## src/spp_pkg.sv

```systemverilog
// Shared constants, types and register codes for the scope trace pixel plotter.
package spp_pkg;

   // Design limits
   localparam int MAX_COLUMNS    = 320;
   localparam int ADC_FULL_SCALE = 4095;

   // Field widths
   localparam int SAMPLE_W   = 12;
   localparam int COORD_W    = 9;
   localparam int CHAN_SEL_W = 2;
   localparam int CSR_DATA_W = 32;
   localparam int CSR_ADDR_W = 4;

   // Row store addressing; fill count must hold MAX_COLUMNS itself
   localparam int ADDR_W = $clog2(MAX_COLUMNS);
   localparam int FILL_W = ADDR_W + 1;

   // Scaling datapath: p = sample*height, p/full_scale by reciprocal multiply
   localparam int PROD_W      = SAMPLE_W + COORD_W;
   localparam int RECIP_SHIFT = 32;
   localparam int MUL_W       = RECIP_SHIFT + COORD_W;
   localparam longint unsigned RECIP = (64'd1 << RECIP_SHIFT) / ADC_FULL_SCALE;

   // Register reset values
   localparam logic [COORD_W-1:0]    WIDTH_RST  = 9'd320;
   localparam logic [COORD_W-1:0]    HEIGHT_RST = 9'd240;
   localparam logic [COORD_W-1:0]    SKIP_RST   = 9'd1;
   localparam logic [CHAN_SEL_W-1:0] CHAN_FIRST  = 2'd1;
   localparam logic [CHAN_SEL_W-1:0] CHAN_SECOND = 2'd2;

   // Register map, one word per register
   typedef enum logic [1:0] {
      REG_SCREEN_WIDTH,
      REG_SCREEN_HEIGHT,
      REG_SKIP_INTERVAL,
      REG_DISPLAYED_CHANNEL
   } csr_reg_type;

   typedef struct packed {
      logic [SAMPLE_W-1:0] sample;
      logic                channel;
      logic                buffer_last;
   } req_type;

   typedef struct packed {
      logic [COORD_W-1:0] column;
      logic [COORD_W-1:0] row;
      logic               plot;
      logic               last;
   } rsp_type;

   typedef struct packed {
      logic [COORD_W-1:0]    screen_width;
      logic [COORD_W-1:0]    screen_height;
      logic [COORD_W-1:0]    skip_interval;
      logic [CHAN_SEL_W-1:0] displayed_channel;
   } cfg_type;

   // Scaled pixel leaving the arithmetic pipeline
   typedef struct packed {
      logic [COORD_W-1:0] column;
      logic [COORD_W-1:0] row;
   } cmd_type;

endpackage

```

## src/spp_ram.sv

```systemverilog
// Generic single-port-write, single-port-read RAM with registered read data.
module spp_ram #(
   parameter int WIDTH = 8,
   parameter int DEPTH = 16
) (
   input  logic                     clock,
   input  logic                     wr_en,
   input  logic [$clog2(DEPTH)-1:0] wr_addr,
   input  logic [WIDTH-1:0]         wr_data,
   input  logic                     rd_en,
   input  logic [$clog2(DEPTH)-1:0] rd_addr,
   output logic [WIDTH-1:0]         rd_data
);

   logic [WIDTH-1:0] mem_ff [DEPTH];
   logic [WIDTH-1:0] rd_data_ff;

   // Read-first: a read and a write of one address in a cycle return the old word
   always_ff @(posedge clock) begin
      if (wr_en) begin
         mem_ff[wr_addr] <= wr_data;
      end
      if (rd_en) begin
         rd_data_ff <= mem_ff[rd_addr];
      end
   end

   assign rd_data = rd_data_ff;

endmodule

```

## src/spp_csr.sv

```systemverilog
// APB-style configuration registers of the plotter.
module spp_csr (
   input  logic                             clock,
   input  logic                             reset,
   input  logic                             psel,
   input  logic                             penable,
   input  logic                             pwrite,
   input  logic [spp_pkg::CSR_ADDR_W-1:0]   paddr,
   input  logic [spp_pkg::CSR_DATA_W-1:0]   pwdata,
   output logic [spp_pkg::CSR_DATA_W-1:0]   prdata,
   output logic                             pready,
   output spp_pkg::cfg_type                 cfg
);

   spp_pkg::cfg_type     cfg_ff;
   spp_pkg::cfg_type     cfg_in;
   spp_pkg::csr_reg_type reg_sel;
   logic                 wr_xfer;

   assign reg_sel = spp_pkg::csr_reg_type'(paddr[3:2]);
   assign wr_xfer = psel && penable && pwrite;
   assign pready  = 1'b1;

   // Register write decode
   always_comb begin
      cfg_in = cfg_ff;
      if (wr_xfer) begin
         unique case (reg_sel)
            spp_pkg::REG_SCREEN_WIDTH:
               cfg_in.screen_width = pwdata[spp_pkg::COORD_W-1:0];
            spp_pkg::REG_SCREEN_HEIGHT:
               cfg_in.screen_height = pwdata[spp_pkg::COORD_W-1:0];
            spp_pkg::REG_SKIP_INTERVAL:
               cfg_in.skip_interval = pwdata[spp_pkg::COORD_W-1:0];
            spp_pkg::REG_DISPLAYED_CHANNEL:
               cfg_in.displayed_channel = pwdata[spp_pkg::CHAN_SEL_W-1:0];
            default: cfg_in = cfg_ff;
         endcase
      end
   end

   always_ff @(posedge clock) begin
      if (reset) begin
         cfg_ff.screen_width      <= spp_pkg::WIDTH_RST;
         cfg_ff.screen_height     <= spp_pkg::HEIGHT_RST;
         cfg_ff.skip_interval     <= spp_pkg::SKIP_RST;
         cfg_ff.displayed_channel <= spp_pkg::CHAN_FIRST;
      end else begin
         cfg_ff <= cfg_in;
      end
   end

   // Read mux
   always_comb begin
      unique case (reg_sel)
         spp_pkg::REG_SCREEN_WIDTH:
            prdata = spp_pkg::CSR_DATA_W'(cfg_ff.screen_width);
         spp_pkg::REG_SCREEN_HEIGHT:
            prdata = spp_pkg::CSR_DATA_W'(cfg_ff.screen_height);
         spp_pkg::REG_SKIP_INTERVAL:
            prdata = spp_pkg::CSR_DATA_W'(cfg_ff.skip_interval);
         spp_pkg::REG_DISPLAYED_CHANNEL:
            prdata = spp_pkg::CSR_DATA_W'(cfg_ff.displayed_channel);
         default: prdata = '0;
      endcase
   end

   assign cfg = cfg_ff;

endmodule

```

## src/spp_colseq.sv

```systemverilog
// Column sequencer: channel select, skip handling, column and phase counters.
module spp_colseq (
   input  logic                         clock,
   input  logic                         reset,
   input  spp_pkg::cfg_type             cfg,
   input  logic                         take,
   input  logic                         channel,
   output logic                         keep,
   output logic [spp_pkg::COORD_W-1:0]  column
);

   logic [spp_pkg::COORD_W-1:0] col_ff, col_in;
   logic [spp_pkg::COORD_W-1:0] phase_ff, phase_in;
   logic                        pending_ff, pending_in;
   logic                        shown;
   logic                        drop_now;
   logic [spp_pkg::COORD_W:0]   col_next;
   logic [spp_pkg::COORD_W-1:0] phase_inc;
   logic                        wrap;

   always_comb begin
      // Only the selected channel counts; selector codes 0 and 3 show nothing
      shown = ((cfg.displayed_channel == spp_pkg::CHAN_FIRST) && !channel) ||
              ((cfg.displayed_channel == spp_pkg::CHAN_SECOND) && channel);
      drop_now  = (phase_ff == '0) && !pending_ff;
      keep      = shown && !drop_now;
      col_next  = {1'b0, col_ff} + 1'b1;
      phase_inc = phase_ff + 1'b1;
      // Wrap at the smaller of screen width and store depth
      wrap = (col_next >= {1'b0, cfg.screen_width}) ||
             (32'(col_next) >= 32'(spp_pkg::MAX_COLUMNS));

      col_in     = col_ff;
      phase_in   = phase_ff;
      pending_in = pending_ff;
      if (take && shown) begin
         if (drop_now) begin
            pending_in = 1'b1;
         end else begin
            pending_in = 1'b0;
            if (wrap) begin
               col_in   = '0;
               phase_in = '0;
            end else begin
               col_in   = col_next[spp_pkg::COORD_W-1:0];
               phase_in = (phase_inc >= cfg.skip_interval) ? '0 : phase_inc;
            end
         end
      end
   end

   always_ff @(posedge clock) begin
      if (reset) begin
         col_ff     <= '0;
         phase_ff   <= '0;
         pending_ff <= 1'b0;
      end else begin
         col_ff     <= col_in;
         phase_ff   <= phase_in;
         pending_ff <= pending_in;
      end
   end

   assign column = col_ff;

   // Column always addresses a row store entry
   a_col_in_range: assert property (@(posedge clock) disable iff (reset)
      32'(col_ff) < 32'(spp_pkg::MAX_COLUMNS))
      else $error("column counter beyond row store");

endmodule

```

## src/spp_scale.sv

```systemverilog
// Three-stage elastic pipeline: row = height - sample*height/full_scale.
module spp_scale (
   input  logic                          clock,
   input  logic                          reset,
   input  logic [spp_pkg::COORD_W-1:0]   height,
   input  logic                          in_valid,
   output logic                          in_ready,
   input  logic [spp_pkg::SAMPLE_W-1:0]  in_sample,
   input  logic [spp_pkg::COORD_W-1:0]   in_column,
   output logic                          out_valid,
   input  logic                          out_ready,
   output spp_pkg::cmd_type              out_cmd
);

   logic a_vld_ff, a_vld_in, b_vld_ff, b_vld_in, c_vld_ff, c_vld_in;
   logic a_free, b_free, c_free;

   logic [spp_pkg::PROD_W-1:0]   a_p_ff;
   logic [spp_pkg::COORD_W-1:0]  a_col_ff;
   logic [spp_pkg::MUL_W-1:0]    b_m_ff;
   logic [spp_pkg::PROD_W-1:0]   b_p_ff;
   logic [spp_pkg::COORD_W-1:0]  b_col_ff;
   logic [spp_pkg::COORD_W-1:0]  c_q_ff;
   logic [spp_pkg::PROD_W-1:0]   c_qfs_ff;
   logic [spp_pkg::PROD_W-1:0]   c_p_ff;
   logic [spp_pkg::COORD_W-1:0]  c_col_ff;

   logic [spp_pkg::SAMPLE_W-1:0] sample_sat;
   logic [spp_pkg::COORD_W-1:0]  q_est;
   logic [spp_pkg::PROD_W-1:0]   rem;
   logic                         corr;

   // Stage occupancy; a stage frees when empty or when it moves on
   always_comb begin
      c_free   = !c_vld_ff || out_ready;
      b_free   = !b_vld_ff || c_free;
      a_free   = !a_vld_ff || b_free;
      a_vld_in = a_free ? in_valid : a_vld_ff;
      b_vld_in = b_free ? a_vld_ff : b_vld_ff;
      c_vld_in = c_free ? b_vld_ff : c_vld_ff;
   end

   assign in_ready  = a_free;
   assign out_valid = c_vld_ff;

   always_ff @(posedge clock) begin
      if (reset) begin
         a_vld_ff <= 1'b0;
         b_vld_ff <= 1'b0;
         c_vld_ff <= 1'b0;
      end else begin
         a_vld_ff <= a_vld_in;
         b_vld_ff <= b_vld_in;
         c_vld_ff <= c_vld_in;
      end
   end

   // Saturate above full scale, then the quotient estimate from the reciprocal product
   always_comb begin
      sample_sat = (32'(in_sample) > 32'(spp_pkg::ADC_FULL_SCALE)) ?
                   spp_pkg::SAMPLE_W'(spp_pkg::ADC_FULL_SCALE) : in_sample;
      q_est      = b_m_ff[spp_pkg::RECIP_SHIFT +: spp_pkg::COORD_W];
   end

   // Stage A: sample*height; B: times reciprocal; C: estimate times full scale
   always_ff @(posedge clock) begin
      if (a_free) begin
         a_p_ff   <= spp_pkg::PROD_W'(sample_sat) * spp_pkg::PROD_W'(height);
         a_col_ff <= in_column;
      end
      if (b_free) begin
         b_m_ff   <= spp_pkg::MUL_W'(a_p_ff) * spp_pkg::MUL_W'(spp_pkg::RECIP);
         b_p_ff   <= a_p_ff;
         b_col_ff <= a_col_ff;
      end
      if (c_free) begin
         c_q_ff   <= q_est;
         c_qfs_ff <= spp_pkg::PROD_W'(q_est) * spp_pkg::PROD_W'(spp_pkg::ADC_FULL_SCALE);
         c_p_ff   <= b_p_ff;
         c_col_ff <= b_col_ff;
      end
   end

   // Estimate is low by at most one: a single compare corrects it
   always_comb begin
      rem            = c_p_ff - c_qfs_ff;
      corr           = rem >= spp_pkg::PROD_W'(spp_pkg::ADC_FULL_SCALE);
      out_cmd.column = c_col_ff;
      out_cmd.row    = height - c_q_ff - spp_pkg::COORD_W'(corr);
   end

endmodule

```

## src/scope_trace_pixel_plotter.sv

```systemverilog
// Top level of the scope trace pixel plotter: channel intake, row store and pixel output.
//
// Each plotted sample yields two pixel transfers on the rsp channel, an erase of
// the row last drawn in its column and then a plot of the new row; the output
// stage that sends both commands takes no new pixel until the plot of the last
// one transfers. Samples of the other channel and dropped samples are taken
// whenever the first arithmetic stage has room. A plotted sample passes through
// the three arithmetic stages, the last of which loads the output stage, before
// the erase is offered, and the plot follows the erase. The row store is a RAM
// read and written once per plotted sample as the pixel enters the output
// stage; a fill count marks columns not yet drawn since reset, which erase
// row 0, so no clearing pass is needed and samples are taken right after reset.
module scope_trace_pixel_plotter (
   input  logic                            clock,
   input  logic                            reset,
   input  logic                            req_valid,
   output logic                            req_ready,
   input  spp_pkg::req_type                req_data,
   output logic                            rsp_valid,
   input  logic                            rsp_ready,
   output spp_pkg::rsp_type                rsp_data,
   input  logic                            psel,
   input  logic                            penable,
   input  logic                            pwrite,
   input  logic [spp_pkg::CSR_ADDR_W-1:0]  paddr,
   input  logic [spp_pkg::CSR_DATA_W-1:0]  pwdata,
   output logic [spp_pkg::CSR_DATA_W-1:0]  prdata,
   output logic                            pready
);

   spp_pkg::cfg_type            cfg;
   spp_pkg::cmd_type            cmd;
   logic                        take;
   logic                        keep;
   logic [spp_pkg::COORD_W-1:0] seq_col;
   logic                        cmd_valid;

   logic                        o_vld_ff, o_vld_in;
   logic                        o_plot_ff, o_plot_in;
   logic [spp_pkg::COORD_W-1:0] o_col_ff;
   logic [spp_pkg::COORD_W-1:0] o_row_ff;
   logic                        o_old_ok_ff;
   logic [spp_pkg::FILL_W-1:0]  fill_ff, fill_in;
   logic                        o_free;
   logic                        o_load;
   logic                        rsp_xfer;
   logic [spp_pkg::ADDR_W-1:0]  store_addr;
   logic [spp_pkg::COORD_W-1:0] old_row;

   spp_csr u_csr (
      .clock   (clock),
      .reset   (reset),
      .psel    (psel),
      .penable (penable),
      .pwrite  (pwrite),
      .paddr   (paddr),
      .pwdata  (pwdata),
      .prdata  (prdata),
      .pready  (pready),
      .cfg     (cfg)
   );

   assign take = req_valid && req_ready;

   spp_colseq u_colseq (
      .clock   (clock),
      .reset   (reset),
      .cfg     (cfg),
      .take    (take),
      .channel (req_data.channel),
      .keep    (keep),
      .column  (seq_col)
   );

   spp_scale u_scale (
      .clock     (clock),
      .reset     (reset),
      .height    (cfg.screen_height),
      .in_valid  (req_valid && keep),
      .in_ready  (req_ready),
      .in_sample (req_data.sample),
      .in_column (seq_col),
      .out_valid (cmd_valid),
      .out_ready (o_free),
      .out_cmd   (cmd)
   );

   // Output stage: holds one pixel pair, erase first then plot
   always_comb begin
      rsp_xfer   = rsp_valid && rsp_ready;
      o_free     = !o_vld_ff || (rsp_ready && o_plot_ff);
      o_load     = cmd_valid && o_free;
      store_addr = spp_pkg::ADDR_W'(cmd.column);

      o_vld_in  = o_vld_ff;
      o_plot_in = o_plot_ff;
      if (o_load) begin
         o_vld_in  = 1'b1;
         o_plot_in = 1'b0;
      end else if (rsp_xfer) begin
         if (o_plot_ff) begin
            o_vld_in = 1'b0;
         end else begin
            o_plot_in = 1'b1;
         end
      end

      // Columns are drawn in order from zero, so the written set is a prefix
      fill_in = fill_ff;
      if (o_load && ({1'b0, store_addr} == fill_ff)) begin
         fill_in = fill_ff + 1'b1;
      end
   end

   always_ff @(posedge clock) begin
      if (reset) begin
         o_vld_ff  <= 1'b0;
         o_plot_ff <= 1'b0;
         fill_ff   <= '0;
      end else begin
         o_vld_ff  <= o_vld_in;
         o_plot_ff <= o_plot_in;
         fill_ff   <= fill_in;
      end
   end

   always_ff @(posedge clock) begin
      if (o_load) begin
         o_col_ff    <= cmd.column;
         o_row_ff    <= cmd.row;
         o_old_ok_ff <= {1'b0, store_addr} < fill_ff;
      end
   end

   // Row store: read-first, so the old row comes back in the cycle the new one lands
   spp_ram #(
      .WIDTH (spp_pkg::COORD_W),
      .DEPTH (spp_pkg::MAX_COLUMNS)
   ) u_rows (
      .clock   (clock),
      .wr_en   (o_load),
      .wr_addr (store_addr),
      .wr_data (cmd.row),
      .rd_en   (o_load),
      .rd_addr (store_addr),
      .rd_data (old_row)
   );

   // Result fields
   always_comb begin
      rsp_valid       = o_vld_ff;
      rsp_data.column = o_col_ff;
      rsp_data.row    = o_plot_ff ? o_row_ff : (o_old_ok_ff ? old_row : '0);
      rsp_data.plot   = o_plot_ff;
      rsp_data.last   = o_plot_ff;
   end

   // An erase transfer is followed by the plot of the same column
   a_erase_then_plot: assert property (@(posedge clock) disable iff (reset)
      (rsp_xfer && !rsp_data.plot) |=>
         (rsp_valid && rsp_data.plot && (rsp_data.column == $past(rsp_data.column))))
      else $error("erase not followed by plot of same column");

   // Fill count never passes the store depth
   a_fill_bound: assert property (@(posedge clock) disable iff (reset)
      32'(fill_ff) <= 32'(spp_pkg::MAX_COLUMNS))
      else $error("fill count beyond row store depth");

   // A plotted row never lies below the screen height
   a_row_bound: assert property (@(posedge clock) disable iff (reset)
      (rsp_valid && rsp_data.plot) |-> (rsp_data.row <= cfg.screen_height))
      else $error("plotted row beyond screen height");

endmodule

```

## config.mk

```make
export PLATFORM = sky130hd
export DESIGN_NAME = scope_trace_pixel_plotter
export DESIGN_NICKNAME = d
export VERILOG_FILES = /design/src/spp_pkg.sv /design/src/spp_ram.sv /design/src/spp_csr.sv /design/src/spp_colseq.sv /design/src/spp_scale.sv /design/src/scope_trace_pixel_plotter.sv
export SDC_FILE = /design/constraint.sdc
export NUM_CORES = 2
export LEC_CHECK = 0
export ABC_CLOCK_PERIOD_IN_PS = 19000
export BUFFER_PORTS_ARGS = -buffer_cell sky130_fd_sc_hd__clkbuf_2
export CORE_MARGIN = 8
export CORE_UTILIZATION = 45
export DETAILED_ROUTE_END_ITERATION = 7
export SKIP_LAST_GASP = 1
export SLEW_MARGIN = 20
export SYNTH_ARGS = -nofsm -noshare
export SYNTH_HDL_FRONTEND = slang
export SYNTH_SLANG_ARGS = --single-unit
```

## constraint.sdc

```tcl
create_clock -name clock -period 19 [get_ports clock]
set_clock_uncertainty 0.05 [all_clocks]
set_input_delay 2.85 -clock clock [delete_from_list [all_inputs] [get_ports clock]]
set_output_delay 2.85 -clock clock [all_outputs]
set_load 0.05 [all_outputs]
```

# ---- Yosys cells after proc, flatten, opt, wreduce, memory -nomap -nowiden
# Memories as Yosys holds them, arrays and structs flattened. A register that Yosys moved wholly into a read port is not among the register bits.
# Cells that the tools add are included.
dict set report word_totals {
  memories 1
  regBits 235
  ramBits 2880
  output_inout_bits 55
}
# memory depth width rd rd_ports_with_merged_regs write_ports line
set mem_list {}
lappend mem_list {u_rows.mem_ff 320 9 1 1 1 spp_ram.sv:15} ;# logic [WIDTH-1:0] mem_ff [DEPTH];
dict set report classes {
  eq_ne 6
  n_mul 3
  bitwise_logic 1
  reduce_logical 37
  addsub 6
  muxes 12
  order_cmp 5
}
# cell n
set ops {}
lappend ops {{32-bit one-hot mux with 4 select lines} 1}
lappend ops {{9-bit 2-to-1 mux} 5}
lappend ops {{21-bit by 13-bit multiplier with 33-bit output, second input constant} 1}
lappend ops {{21-bit by 12-bit greater-or-equal comparator with 1-bit output, second input constant} 1}
lappend ops {{12-bit by 9-bit multiplier with 21-bit output} 1}
lappend ops {{9-bit by 12-bit multiplier with 21-bit output, second input constant} 1}
lappend ops {{21-bit subtractor} 1}
lappend ops {{1-bit logical AND} 13}
lappend ops {{2-bit AND reduction} 6}
lappend ops {{10-bit by 1-bit adder with 10-bit output, second input constant} 1}
lappend ops {{9-bit by 1-bit adder with 10-bit output, second input constant} 1}
lappend ops {{9-bit by 10-bit equality test with 1-bit output} 1}
lappend ops {{10-bit by 9-bit greater-or-equal comparator with 1-bit output} 1}
lappend ops {{10-bit by 9-bit greater-or-equal comparator with 1-bit output, second input constant} 1}
lappend ops {{9-bit by 10-bit less-than comparator with 1-bit output} 1}
lappend ops {{9-bit by 1-bit adder with 9-bit output, second input constant} 1}
lappend ops {{9-bit greater-or-equal comparator} 1}
lappend ops {{9-bit zero test} 1}
lappend ops {{9-bit by 1-bit subtractor with 9-bit output} 1}
lappend ops {{9-bit subtractor} 1}
lappend ops {{1-bit zero test} 7}
lappend ops {{2-bit equality test, second input constant} 3}
lappend ops {{1-bit logical OR} 6}
lappend ops {{1-bit 2-to-1 mux} 6}
lappend ops {{other kinds (5)} 7}

# ---- Logic depth before layout (Yosys ltp)
dict set report logic_depth {
  depth_word 8
  mapped_depth 24
  depth_no_buf 24
}

# ---- Hierarchy
# Synthesis repeated with hierarchy kept, for this count alone.
dict set report unflattened {
  cells_unflattened 6938
  area_unflattened_um2 127758.8
}
# module seq_area_each_um2 area_each_um2 n_inst cells_each
set by_module_without_submodules {}
lappend by_module_without_submodules {spp_ram 86753.2 111901.1 1 5436}
lappend by_module_without_submodules {spp_scale 3903.7 11273.3 1 1030}
lappend by_module_without_submodules {spp_csr 580.6 1584.0 1 168}
lappend by_module_without_submodules {scope_trace_pixel_plotter 810.8 1506.4 1 131}
lappend by_module_without_submodules {spp_colseq 380.4 1493.9 1 173}

# ---- Least setup slack after synthesis
# No wires, ideal clock.
dict set report synth_path {
  path_kind {register to register}
  startpoint {reg u_scale.c_p_ff[0] (netlist bit)}
  endpoint {reg o_row_ff[8] (netlist bit) (data pin)}
  path_stages_with_launch 24
  arrival_time_ns 13.854
  n_path_buf 0
  setup_slack_ns 3.084
  cell_sequence {edfxtp_1 -> inv_1 -> ha_1 -> inv_1 -> fa_1 -> a211oi_2 -> o211ai_1 -> a2111oi_2 -> o21ai_0 -> or4_1 -> nand2_1 -> nor3_1 -> or4_1 -> fa_1 -> ha_1 -> nor2_1 -> fa_1 -> a21oi_1 -> o21ai_0 -> nand2b_1 -> a21oi_1 -> o21bai_1 -> a21oi_1 -> xnor2_1}
}
# element line
set synth_rtl {}
lappend synth_rtl {{start, declared} spp_scale.sv:25} ;# logic [spp_pkg::PROD_W-1:0] c_p_ff;
lappend synth_rtl {{start signal, assigned} spp_scale.sv:79} ;# c_p_ff <= b_p_ff;
lappend synth_rtl {{end signal, assigned} scope_trace_pixel_plotter.sv:130} ;# o_row_ff <= cmd.row;
lappend synth_rtl {{end, declared} scope_trace_pixel_plotter.sv:41} ;# logic [spp_pkg::COORD_W-1:0] o_row_ff;

==> summary.md <==
| Metric | Value |
|---|---|
| Beginning of the worst hold path | u_scale.b_col_ff[4] |
| # setup viols final | 0 |
| Area share of the largest cell type after synthesis | 0.719 |
| Iteration-0 DRC count of the detailed router | 6,477 |
| Status | finished clean |
| FFs w/ async S/R, synth | 0 |
| Xor/xnor share of the synthesized area | 0.00525 |
| WL met3 | 23.7 mm |
| Inserted Clock Buffers | 319 |
| DRT Wirelength | 306 mm |
| CTS tree | done |
| Setup TNS | 0 ps |
| R2R depth | 27 |
| Post-synthesis sequential area ratio | 0.729 |
| Ys Warns | 0 |
| Mapped Cells | 6,201 |
| Clk slew on worst S/H paths | 60 ps |
| Num rows | 195 |
| Largest family of logic cells by synthesized area | multiplexers |
| WL met1 | 128 mm |
| Layout cells sized above 1 | 0.232 |
| Endpoint class of the critical path | flop |
| Fin nets | 6,700 |
| Crit-path max FO | 96 |
| VDD IR max | 702 uV |
| Post-synthesis register bit count | 3,099 |
| FF-to-FF Start | u_scale.c_p_ff[0] |
| Vias | 60,800 |
| Synth Area in Compound Gates | 0.0177 |
| Worst Hold Depth | 0 |
| Cell taking the most area after synthesis | edfxtp_1 |
| Setup bufs post-CTS | 0 |
| Top layer in use | met5 |
| Worst R2R End | u_rows.mem_ff[90][8] |
| Antenna viol nets, final | 0 |
| Vias per cell | 5.87 |
| Post-CTS resize count | 0 |
| Pin count of the biggest net entering global routing | 206 |
| Commonest non-fill, non-tap cell in the layout | edfxtp_1 |
| CTS H-tree lvls | 5 |
| RePlAce Congestion | 0.798 |
| Post-Syn Area | 0.127 mm2 |
| Syn-to-layout area delta | 11.3% |
| DRC Markers | 0 |
| R2R setup slack | 10,300 ps |
| Worst Hold Slack | 362 ps |
| DR pass1 iterations | 5 |
| Die X-Extent | 547 um |
| IO buf count | 61 |
| Number of global-route vias before repair | 61,900 |
| Pins Over Slew Limit | 0 |
| PD cells | 166 mW/mm2 |
| Post-synth EDFFs | 3,036 |
| Worst-Skew Late Latency | 870 ps |
| Post-DP HPWL | 181 mm |
| Die area | 0.299 mm2 |
| Routed wl met2 | 146 mm |
| Core box area | 0.281 mm2 |
| Die extent in y | 547 um |
| Root Buffer | clkbuf_16 |
| Sink Count | 3,099 |
| Slew HR | 0.153 |
| Grt total ovfl | 0 |
| Top area cells in the synthesized netlist | edfxtp_1, mux4_2, fa_1 |
| Fin crit share | 0.458 |
| First-pass GRT wire length | 441 mm |
| CP Class | reg -> reg |
| Final hold vios | 0 |
| Hold-fix buffer count after cts | 0 |
| Initial antenna violation count | 13 |
| Post-DR wirelength/cell | 29.5 um |
| Tmin final | 8700 ps |
| Commonest cells after routing, fill and taps aside | edfxtp_1, mux4_2, nor2_1 |
| GRT Total Usage | 0.201 |
| Post-Synth Adder-Cell Area | 0.0340 |
| Simple-gate area share of the yosys netlist | 0.0312 |
| # IOs | 112 |
| Fmax | 115 MHz |
| Unrepaired setup endpoints after global routing | false |
| Arrival time at the worst endpoint | 9130 ps |
| Hold EP | u_scale.c_col_ff[4] |
| Syn_area_per_cell | 20.5 um2 |
| CP Launch Type | flop |
| Initial Utilization | 0.451 |
| Synth Flop Type | edfxtp_1 |
| Post-synth cell types | 77 |
| Worst min path class | reg -> reg |
| Maxcap violations | 0 |
| Critical path required time | 19,430 ps |
| Worst-Margin Slew | 1270 ps |
| Static leakage | 44.4 nW |
| Mux contribution to synthesized area | 0.162 |
| CTS Buffer Depth | 4 |
synth_stat cells (33+ instances only):
| cell | instances |
|---|---|
| a21oi_1 | 88 |
| a22oi_1 | 33 |
| and2_1 | 67 |
| buf_1 | 33 |
| buf_2 | 61 |
| buf_4 | 49 |
| clkbuf_1 | 178 |
| dfxtp_1 | 63 |
| edfxtp_1 | 3036 |
| fa_1 | 108 |
| ha_1 | 172 |
| inv_1 | 218 |
| mux2i_1 | 70 |
| mux4_2 | 879 |
| nand2_1 | 181 |
| nand3_1 | 49 |
| nor2_1 | 430 |
| o21ai_0 | 52 |
| xnor2_1 | 51 |
layout make-up:
type                       count  area (um2)
tap                         3743        4680
fill                       22400      140000
timing repair buffer         171        1260
antenna                        9        22.5
clock buffer                 389        8430
clock inverter               174        1500
sequential                  3099       92400
inverter                     219         837
multi-input combinational   2553       32100
sequential cells by signal (all words and copies together) (netlist names), 10 cells and up:
name / flops
u_csr.cfg: 29
u_scale.a_p_ff: 21
fill_ff: 10
u_rows.mem_ff: 2880
u_scale.c_qfs_ff: 21
u_scale.b_p_ff: 21
u_scale.c_p_ff: 21
metrics by stage:
step,worst slack [ps],area [um2],cells,power (mW),utilization
floorplan,3080,127000,6223,16.2,-
global placement,10410,131000,9785,17.3,0.467
detailed placement,10300,131000,9785,17.6,0.467
CTS,10240,141000,10300,23.6,0.502
global route,9660,141000,10400,24.7,0.502
finish,10300,141000,10400,23.4,0.502
worst max path at each step:
stage | cells after the start | slack (ps) | from | endpoint
after floorplan | 23 | 3080 | u_scale.c_p_ff[0] | o_row_ff[8]
after global placement | 27 | 10410 | u_scale.c_p_ff[0] | u_rows.mem_ff[88][8]
after detailed placement | 27 | 10300 | u_scale.c_p_ff[0] | u_rows.mem_ff[90][8]
after CTS | 27 | 10240 | u_scale.c_p_ff[0] | u_rows.mem_ff[96][8]
after global routing | 27 | 9660 | u_scale.c_p_ff[0] | u_rows.mem_ff[89][8]
final | 27 | 10300 | u_scale.c_p_ff[0] | u_rows.mem_ff[90][8]
cells by family after synthesis:
family                     count (synthesis)
other                                      2
AOI/OAI and AO/OA                        337
DFF                                     3099
muxes                                    957
adders and majority gates                280
and+or+nand+nor                          879
xor gates and xnor gates                  76
buffers and inverters                    571
per-layer routing:
layer,GRT usage,vias up
met1,0.288,32700
met4,0.0465,4
li1,-,25500
met5,0,-
met3,0.0394,428
met2,0.321,2247
power by group:
part | total [mW] | internal, mW | switching (mW)
combinational | 7.04 | 2.20 | 4.84
sequential | 10.3 | 10.3 | 0.0720
clock | 6.03 | 3.48 | 2.55
critical path, stage by stage (launching register included):
cell and delay, ps:
edfxtp_1 360, inv_1 60, ha_1 150, inv_1 50, fa_1 410, a211oi_2 320, o211ai_1 190, a2111oi_2 450
o21ai_0 300, or4_1 460, nand2_1 80, nor3_1 40, or4_1 560, fa_1 530, inv_1 50, ha_1 190
nor2_1 130, fa_1 260, a21oi_1 100, o21ai_0 150, nand2b_1 70, a21oi_1 300, o21bai_1 110, a21oi_1 240
xnor2_2 140, buf_4 680, buf_4 690, buf_4 860
Power figures use the tool's default switching activity.
